### src/hw/rtl/mvcc_pkg.sv
package mvcc_pkg;

   localparam int IdWidth    = 32;
   localparam int HintWidth  = 16;
   localparam int IndexWidth = 16;
   localparam int CountWidth = 17;

   typedef enum logic [1:0] {
      VERDICT_VISIBLE   = 2'd0,
      VERDICT_INVISIBLE = 2'd1,
      VERDICT_UNDECIDED = 2'd2
   } verdict_type;

   typedef enum logic {
      CSR_SNAPSHOT_LOW  = 1'b0,
      CSR_SNAPSHOT_HIGH = 1'b1
   } csr_index_type;

   typedef struct packed {
      logic [HintWidth-1:0] hint_mask;
      logic [IdWidth-1:0]   insert_id;
      logic [IdWidth-1:0]   delete_id;
      logic                 last_in_batch;
   } req_word_type;

   typedef struct packed {
      logic [IndexWidth-1:0] tuple_index;
      logic [1:0]            verdict;
      logic [CountWidth-1:0] visible_count;
      logic [CountWidth-1:0] undecided_count;
      logic                  batch_done;
   } rsp_word_type;

   typedef struct packed {
      logic [IdWidth-1:0] low_id;
      logic [IdWidth-1:0] high_id;
   } snapshot_type;

endpackage

### src/hw/rtl/mvcc_tuple_visibility_classifier.sv
// Channel  Ports                          Direction  Word
// request  req_valid req_stall req_word   in         hint_mask, insert_id, delete_id, last
// response rsp_valid rsp_stall rsp_word   out        index, verdict, counts, batch_done
// csr      csr_wr_en csr_index csr_data   in         snapshot low / high id
//
// One word per cycle sustained while rsp_stall is low; path: input register, then result register.
// Classification is a single combinational pass between the two registers.
// Synchronous reset clears valids, batch position and counts; snapshot ids reset to 0.
// A stalled result register holds the input register, which then stalls the request side.
module mvcc_tuple_visibility_classifier #(
   parameter int MAX_BATCH = 65536
) (
   input  logic                   clock,
   input  logic                   reset,
   input  logic                   req_valid,
   output logic                   req_stall,
   input  mvcc_pkg::req_word_type req_word,
   output logic                   rsp_valid,
   input  logic                   rsp_stall,
   output mvcc_pkg::rsp_word_type rsp_word,
   input  logic                   csr_wr_en,
   input  logic                   csr_index,
   input  logic [31:0]            csr_data
);
   import mvcc_pkg::*;

   snapshot_type snapshot_ff, snapshot_in;
   req_word_type req_word_ff;
   logic         req_valid_ff, req_valid_in;
   logic         req_accept, stage_ready;
   verdict_type  verdict;

   always_comb begin
      snapshot_in = snapshot_ff;
      if (csr_wr_en) begin
         unique case (csr_index_type'(csr_index))
            CSR_SNAPSHOT_LOW:  snapshot_in.low_id  = csr_data;
            CSR_SNAPSHOT_HIGH: snapshot_in.high_id = csr_data;
         endcase
      end
   end

   always_comb begin
      req_stall    = req_valid_ff && !stage_ready;
      req_accept   = req_valid && !req_stall;
      req_valid_in = req_accept || (req_valid_ff && !stage_ready);
   end

   always_ff @(posedge clock) begin
      if (reset) begin
         snapshot_ff  <= '0;
         req_valid_ff <= 1'b0;
      end else begin
         snapshot_ff  <= snapshot_in;
         req_valid_ff <= req_valid_in;
      end
   end

   always_ff @(posedge clock) begin
      if (req_accept) begin
         req_word_ff <= req_word;
      end
   end

   mvcc_classify u_classify (
      .snapshot  (snapshot_ff),
      .hint_mask (req_word_ff.hint_mask),
      .insert_id (req_word_ff.insert_id),
      .delete_id (req_word_ff.delete_id),
      .verdict   (verdict)
   );

   mvcc_tally #(
      .MAX_BATCH (MAX_BATCH)
   ) u_tally (
      .clock      (clock),
      .reset      (reset),
      .in_valid   (req_valid_ff),
      .in_last    (req_word_ff.last_in_batch),
      .in_verdict (verdict),
      .in_ready   (stage_ready),
      .rsp_valid  (rsp_valid),
      .rsp_stall  (rsp_stall),
      .rsp_word   (rsp_word)
   );

endmodule

### src/hw/rtl/mvcc_classify.sv
module mvcc_classify (
   input  mvcc_pkg::snapshot_type snapshot,
   input  logic [15:0]            hint_mask,
   input  logic [31:0]            insert_id,
   input  logic [31:0]            delete_id,
   output mvcc_pkg::verdict_type  verdict
);
   import mvcc_pkg::*;

   localparam int HmKeyshrLock    = 4;
   localparam int HmExclLock      = 6;
   localparam int HmLockOnly      = 7;
   localparam int HmXminCommitted = 8;
   localparam int HmXminInvalid   = 9;
   localparam int HmXmaxCommitted = 10;
   localparam int HmXmaxInvalid   = 11;
   localparam int HmXmaxMulti     = 12;
   localparam int HmMovedOff      = 14;
   localparam int HmMovedIn       = 15;

   // wraparound-safe order: a precedes b when a - b is negative
   function automatic logic precedes(input logic [IdWidth-1:0] a,
                                     input logic [IdWidth-1:0] b);
      logic [IdWidth-1:0] diff;
      diff = a - b;
      return diff[IdWidth-1];
   endfunction

   logic not_moved, frozen, ins_aborted, xn_comm;
   logic ins_vis, ins_inv;
   logic x_inval, x_multi, x_comm, x_lock_only, x_void, eff;
   logic xn_before_low, xn_before_high, xx_before_low, xx_before_high;
   logic in_window, del_und, del_inv;

   always_comb begin
      not_moved   = !hint_mask[HmMovedOff] && !hint_mask[HmMovedIn];
      frozen      = hint_mask[HmXminCommitted] && hint_mask[HmXminInvalid];
      ins_aborted = !hint_mask[HmXminCommitted] && hint_mask[HmXminInvalid];
      xn_comm     = hint_mask[HmXminCommitted] && !hint_mask[HmXminInvalid];

      xn_before_low  = precedes(insert_id, snapshot.low_id);
      xn_before_high = precedes(insert_id, snapshot.high_id);
      xx_before_low  = precedes(delete_id, snapshot.low_id);
      xx_before_high = precedes(delete_id, snapshot.high_id);

      ins_vis = not_moved && (frozen || (xn_comm && xn_before_low));
      ins_inv = not_moved && (ins_aborted || (xn_comm && !xn_before_high));

      x_inval     = hint_mask[HmXmaxInvalid];
      x_multi     = hint_mask[HmXmaxMulti];
      x_comm      = hint_mask[HmXmaxCommitted];
      x_lock_only = hint_mask[HmLockOnly] ||
                    (hint_mask[HmExclLock] && !hint_mask[HmKeyshrLock] && !x_multi);
      x_void      = x_inval || x_lock_only;
      eff         = x_comm && !x_void && !x_multi;
      in_window   = eff && !xx_before_low && xx_before_high;
      del_und     = !x_void && (x_multi || !x_comm || in_window);
      del_inv     = eff && xx_before_low;

      if (!(ins_vis || ins_inv)) begin
         verdict = VERDICT_UNDECIDED;
      end else if (ins_inv) begin
         verdict = VERDICT_INVISIBLE;
      end else if (del_und) begin
         verdict = VERDICT_UNDECIDED;
      end else if (del_inv) begin
         verdict = VERDICT_INVISIBLE;
      end else begin
         verdict = VERDICT_VISIBLE;
      end
   end

endmodule

### src/hw/rtl/mvcc_tally.sv
module mvcc_tally #(
   parameter int MAX_BATCH = 65536
) (
   input  logic                   clock,
   input  logic                   reset,
   input  logic                   in_valid,
   input  logic                   in_last,
   input  mvcc_pkg::verdict_type  in_verdict,
   output logic                   in_ready,
   output logic                   rsp_valid,
   input  logic                   rsp_stall,
   output mvcc_pkg::rsp_word_type rsp_word
);
   import mvcc_pkg::*;

   localparam logic [IndexWidth:0] LastPos = (IndexWidth+1)'(MAX_BATCH - 1);

   logic [IndexWidth-1:0] position_ff, position_in;
   logic [CountWidth-1:0] visible_ff, visible_in;
   logic [CountWidth-1:0] undecided_ff, undecided_in;
   logic                  rsp_valid_ff, rsp_valid_in;
   rsp_word_type          rsp_word_ff, rsp_word_in;

   logic                  load, done;
   logic [CountWidth-1:0] visible_next, undecided_next;

   always_comb begin
      in_ready = !rsp_valid_ff || !rsp_stall;
      load     = in_valid && in_ready;
      done     = in_last || ({1'b0, position_ff} >= LastPos);

      visible_next   = visible_ff;
      undecided_next = undecided_ff;
      if (in_verdict == VERDICT_VISIBLE) begin
         visible_next = visible_ff + 1'b1;
      end
      if (in_verdict == VERDICT_UNDECIDED) begin
         undecided_next = undecided_ff + 1'b1;
      end

      rsp_word_in.tuple_index     = position_ff;
      rsp_word_in.verdict         = in_verdict;
      rsp_word_in.visible_count   = visible_next;
      rsp_word_in.undecided_count = undecided_next;
      rsp_word_in.batch_done      = done;

      position_in  = position_ff;
      visible_in   = visible_ff;
      undecided_in = undecided_ff;
      if (load) begin
         if (done) begin
            position_in  = '0;
            visible_in   = '0;
            undecided_in = '0;
         end else begin
            position_in  = position_ff + 1'b1;
            visible_in   = visible_next;
            undecided_in = undecided_next;
         end
      end

      rsp_valid_in = load || (rsp_valid_ff && rsp_stall);
   end

   always_ff @(posedge clock) begin
      if (reset) begin
         position_ff  <= '0;
         visible_ff   <= '0;
         undecided_ff <= '0;
         rsp_valid_ff <= 1'b0;
      end else begin
         position_ff  <= position_in;
         visible_ff   <= visible_in;
         undecided_ff <= undecided_in;
         rsp_valid_ff <= rsp_valid_in;
      end
   end

   always_ff @(posedge clock) begin
      if (load) begin
         rsp_word_ff <= rsp_word_in;
      end
   end

   assign rsp_valid = rsp_valid_ff;
   assign rsp_word  = rsp_word_ff;

`ifndef SYNTHESIS
   a_counts_bounded: assert property (@(posedge clock) disable iff (reset)
      rsp_valid_ff |-> ({1'b0, rsp_word_ff.visible_count} + {1'b0, rsp_word_ff.undecided_count}
                        <= (CountWidth+1)'(rsp_word_ff.tuple_index) + 1'b1))
      else $error("batch counts exceed tuple position");

   a_open_batch_short: assert property (@(posedge clock) disable iff (reset)
      (rsp_valid_ff && !rsp_word_ff.batch_done) |-> ({1'b0, rsp_word_ff.tuple_index} < LastPos))
      else $error("batch left open at its length limit");

   a_visible_counted: assert property (@(posedge clock) disable iff (reset)
      (rsp_valid_ff && rsp_word_ff.verdict == VERDICT_VISIBLE)
         |-> (rsp_word_ff.visible_count != '0))
      else $error("visible word not counted");

   a_position_restart: assert property (@(posedge clock) disable iff (reset)
      (load && done) |=> (position_ff == '0 && visible_ff == '0 && undecided_ff == '0))
      else $error("batch state not restarted after close");
`endif

endmodule

### config.mk
export PLATFORM = sky130hd
export DESIGN_NAME = mvcc_tuple_visibility_classifier
export DESIGN_NICKNAME = d
export VERILOG_FILES = /design/src/hw/rtl/mvcc_pkg.sv /design/src/hw/rtl/mvcc_tuple_visibility_classifier.sv /design/src/hw/rtl/mvcc_classify.sv /design/src/hw/rtl/mvcc_tally.sv
export SDC_FILE = /design/constraint.sdc
export NUM_CORES = 1
export LEC_CHECK = 0
export BUFFER_PORTS_ARGS = -buffer_cell sky130_fd_sc_hd__buf_2
export CAP_MARGIN = 20
export CORE_ASPECT_RATIO = 0.8
export CORE_MARGIN = 2
export CORE_UTILIZATION = 35
export DETAILED_ROUTE_END_ITERATION = 7
export GPL_TIMING_DRIVEN = 1
export SETUP_SLACK_MARGIN = 0.4
export SYNTH_ARGS = -nofsm -noshare
export SYNTH_HDL_FRONTEND = slang
export SYNTH_HIERARCHICAL = 1
export SYNTH_SLANG_ARGS = --single-unit
### constraint.sdc
create_clock -name clock -period 6.5 [get_ports clock]
set_input_delay 1.3 -clock clock [delete_from_list [all_inputs] [get_ports clock]]
set_output_delay 1.3 -clock clock [all_outputs]
set_load 0.005 [all_outputs]
==> results.ini <==
[clock_tree]
cts-buffers-inserted = 28
clk_latency_ns = 0.55
clk_transition_reported_paths_ns = 0.06
tritoncts_clock_tree = yes
clkSinkCount = 244
post_cts_resized = 0
cts.path.max_buffers = 3
postCtsSetupBuffers = 0
cts_max_level = 1
clock_tree.root_cell = sky130_fd_sc_hd__clkbuf_16
ctsHoldBuffers = 0

[synth]
mapped_cells = 1173
synth.avg_cell_area_um2 = 10.85
synth_warnings = 6
postSynthNetCount = 1415
post_synth_instance_area_um2 = 12730

[power_and_ir_drop]
leak_pwr_nw = 5.892
switching_power_uw = 913.3
power_density_nw_per_um2 = 257.1
power_frac_clock_pct = 45.5
power_report.internal_total_mw = 2.967
fin_total_pwr_mw = 3.880
power.share.switching_pct = 23.54
comb_power_share_pct = 9.9
power.share.sequential_pct = 44.5
max-vdd-ir-drop_v = 0.0001854

[global_routing]
first_global_vias = 9351
initial_antenna_violation_count = 3
grt_first_pass_wirelength_um = 50800
grt_overflow = 0
grt_max_degree = 70
global_route.usage.total_pct = 16.91

[critical_path]
endpoint_kind = flip-flop
worst-setup-path-type = flip-flop to flip-flop
startpoint_type = flip-flop
critPathSlowestCell = sky130_fd_sc_hd__a221oi_1
critical-path-max-stage-delay_ns = 0.58
critPathArrivalTime_ns = 4.98
cell_chain_of_the_critical_path = ha_1 > a21oi_1 > o21ai_0 > a221oi_1 > nor2b_1 > a311oi_1 > xnor2_1 > mux2i_1 > a31oi_1 > nor2b_1 > nand2_1 > or3_1 > xnor2_1
crit_fanout = 9
worst-endpoint-required_ns = 6.78

[route]
vias_per_cell = 5.068
first_iter_violations = 606
drt-wirelength-per-cell_um = 17.39
first_pass_iters = 5
via_count = 9325
detail_route.drc_violations = 0
ant_nets = 0
wirelength_um = 31990

[sta]
timing.slew.headroom_pct = 28.07
grt_setup_unrepaired = false
finalHoldViolCount = 0
final.setup_skew_ns = 0.01046
fin_crit_ns = 4.693
fmax_mhz = 213.1
min_period_over_period_pct = 72.19
maxSlewViolCount = 0
fin_setup_tns_ns = 0
max_slew.worst_pin.slew_ns = 1.077
setup_violations = 0

[min_path]
path_category_of_the_worst_min_delay_check = flip-flop to flip-flop

[cells_and_area]
fin_util_pct = 42.11
fill_cell_count = 3488
num-nets-final = 1577
layout_cells_sized_above_1_pct = 18.13
fin_cells = 1840
area_of_the_multi_input_gates_um2 = 6101
seqCellArea_um2 = 6166
post-route-cell-area_um2 = 15090
layout-area-overhead-vs-synth_pct = 18.54

[placed_design]
place.detailed.hpwl_um = 23460
gp_congestion = 0.8139
post-place-cells = 1783
port_buffers = 167
post_dp_cell_area_um2 = 14010

[die]
floorplan.die_area_um2 = 37930
chipHeight_um = 174.6
io_pins = 174
floorplan.core_area_um2 = 35840
die-width_um = 217.2
initial_utilization_pct = 35.52
number_of_placement_rows = 62

[flow_run]
cap_violations = 0

[run_status]
status = completed

## routing by layer
layer	vias to the layer above	track usage (%)	wire length [um]
met5	-	0	0
met4	0	3.881	598
met3	39	2.889	1603
met2	207	25.67	13580
met1	4455	25.03	16200
li1	4624	-	-
## metrics by stage
stage / setup WS (ns) / hold WS (ns)
3_3_place_gp: 1.847 / 0.4587
6_report: 1.807 / 0.4725
5_1_grt: 1.457 / 0.4918
2_1_floorplan: 1.194 / 0.4481
3_5_place_dp: 1.795 / 0.4638
4_1_cts: 1.798 / 0.4755
## worst max-delay path, delay by kind of cell, from the launching register on
kind,cells,cell delay [ns]
AO/OA/AOI/OAI,5,1.71
multiplexers,1,0.13
XOR/XNOR,2,0.43
flip-flops,1,0.44
AND/OR/NAND/NOR,4,1.39
adder cells (fa/ha/maj),1,0.33
## worst paths after layout
check,startpoint,end,slack [ns],cells after the start
worst min register to register,snapshot_ff[36],snapshot_ff[36],0.47,2
worst min-delay path,snapshot_ff[36],snapshot_ff[36],0.47,2
worst max register to register,req_word_ff[15],u_tally/rsp_word[10],1.81,13
worst max-delay path,req_word_ff[15],u_tally/rsp_word[10],1.81,13
## power by group through the flow
stage | Clock (mW) | Sequential, mW | Combinational (mW)
after floorplan | 0 | 1.75 | 0.245
after global placement | 0 | 1.76 | 0.369
after detailed placement | 0 | 1.76 | 0.384
after CTS | 1.82 | 1.73 | 0.387
after global routing | 1.88 | 1.74 | 0.438
final | 1.77 | 1.73 | 0.386
## cell usage in the layout, fill, tap and decap left out, types with 9 or more instances in the layout
| cell type | count |
|---|---|
| sky130_fd_sc_hd__a211oi_1 | 11 |
| sky130_fd_sc_hd__a21o_1 | 19 |
| sky130_fd_sc_hd__a21oi_1 | 56 |
| sky130_fd_sc_hd__and4_1 | 13 |
| sky130_fd_sc_hd__buf_2 | 166 |
| sky130_fd_sc_hd__buf_4 | 9 |
| sky130_fd_sc_hd__clkbuf_16 | 29 |
| sky130_fd_sc_hd__dfxtp_1 | 116 |
| sky130_fd_sc_hd__edfxtp_1 | 128 |
| sky130_fd_sc_hd__ha_1 | 123 |
| sky130_fd_sc_hd__inv_1 | 66 |
| sky130_fd_sc_hd__mux2i_1 | 66 |
| sky130_fd_sc_hd__nand2_1 | 67 |
| sky130_fd_sc_hd__nand2b_1 | 99 |
| sky130_fd_sc_hd__nand3_1 | 45 |
| sky130_fd_sc_hd__nand3b_1 | 17 |
| sky130_fd_sc_hd__nand4_1 | 37 |
| sky130_fd_sc_hd__nand4b_1 | 12 |
| sky130_fd_sc_hd__nor2_1 | 45 |
| sky130_fd_sc_hd__nor2b_1 | 15 |
| sky130_fd_sc_hd__o21ai_0 | 29 |
| sky130_fd_sc_hd__or4_1 | 14 |
| sky130_fd_sc_hd__xnor2_1 | 31 |
| sky130_fd_sc_hd__xor2_1 | 17 |
## sequential cells by signal (all words and copies together), names as in the netlist
| name | cells |
|---|---|
| req_word_ff | 75 |
| u_tally/undecided_ff | 17 |
| u_tally/rsp_word | 53 |
| snapshot_ff | 64 |
| req_valid_ff | 1 |
| u_tally/position_ff | 16 |
| u_tally/rsp_valid | 1 |
| u_tally/visible_ff | 17 |
## final cells by class
class	instances	area share, %
antenna	3	0.04975
clock buffer	32	5.016
clock inverter	20	1.890
inverter	68	1.691
multi-input combinational	817	40.43
sequential	244	40.86
tap	480	3.980
timing repair buffer	176	6.086
No activity file was read; power rests on OpenSTA's default activity.
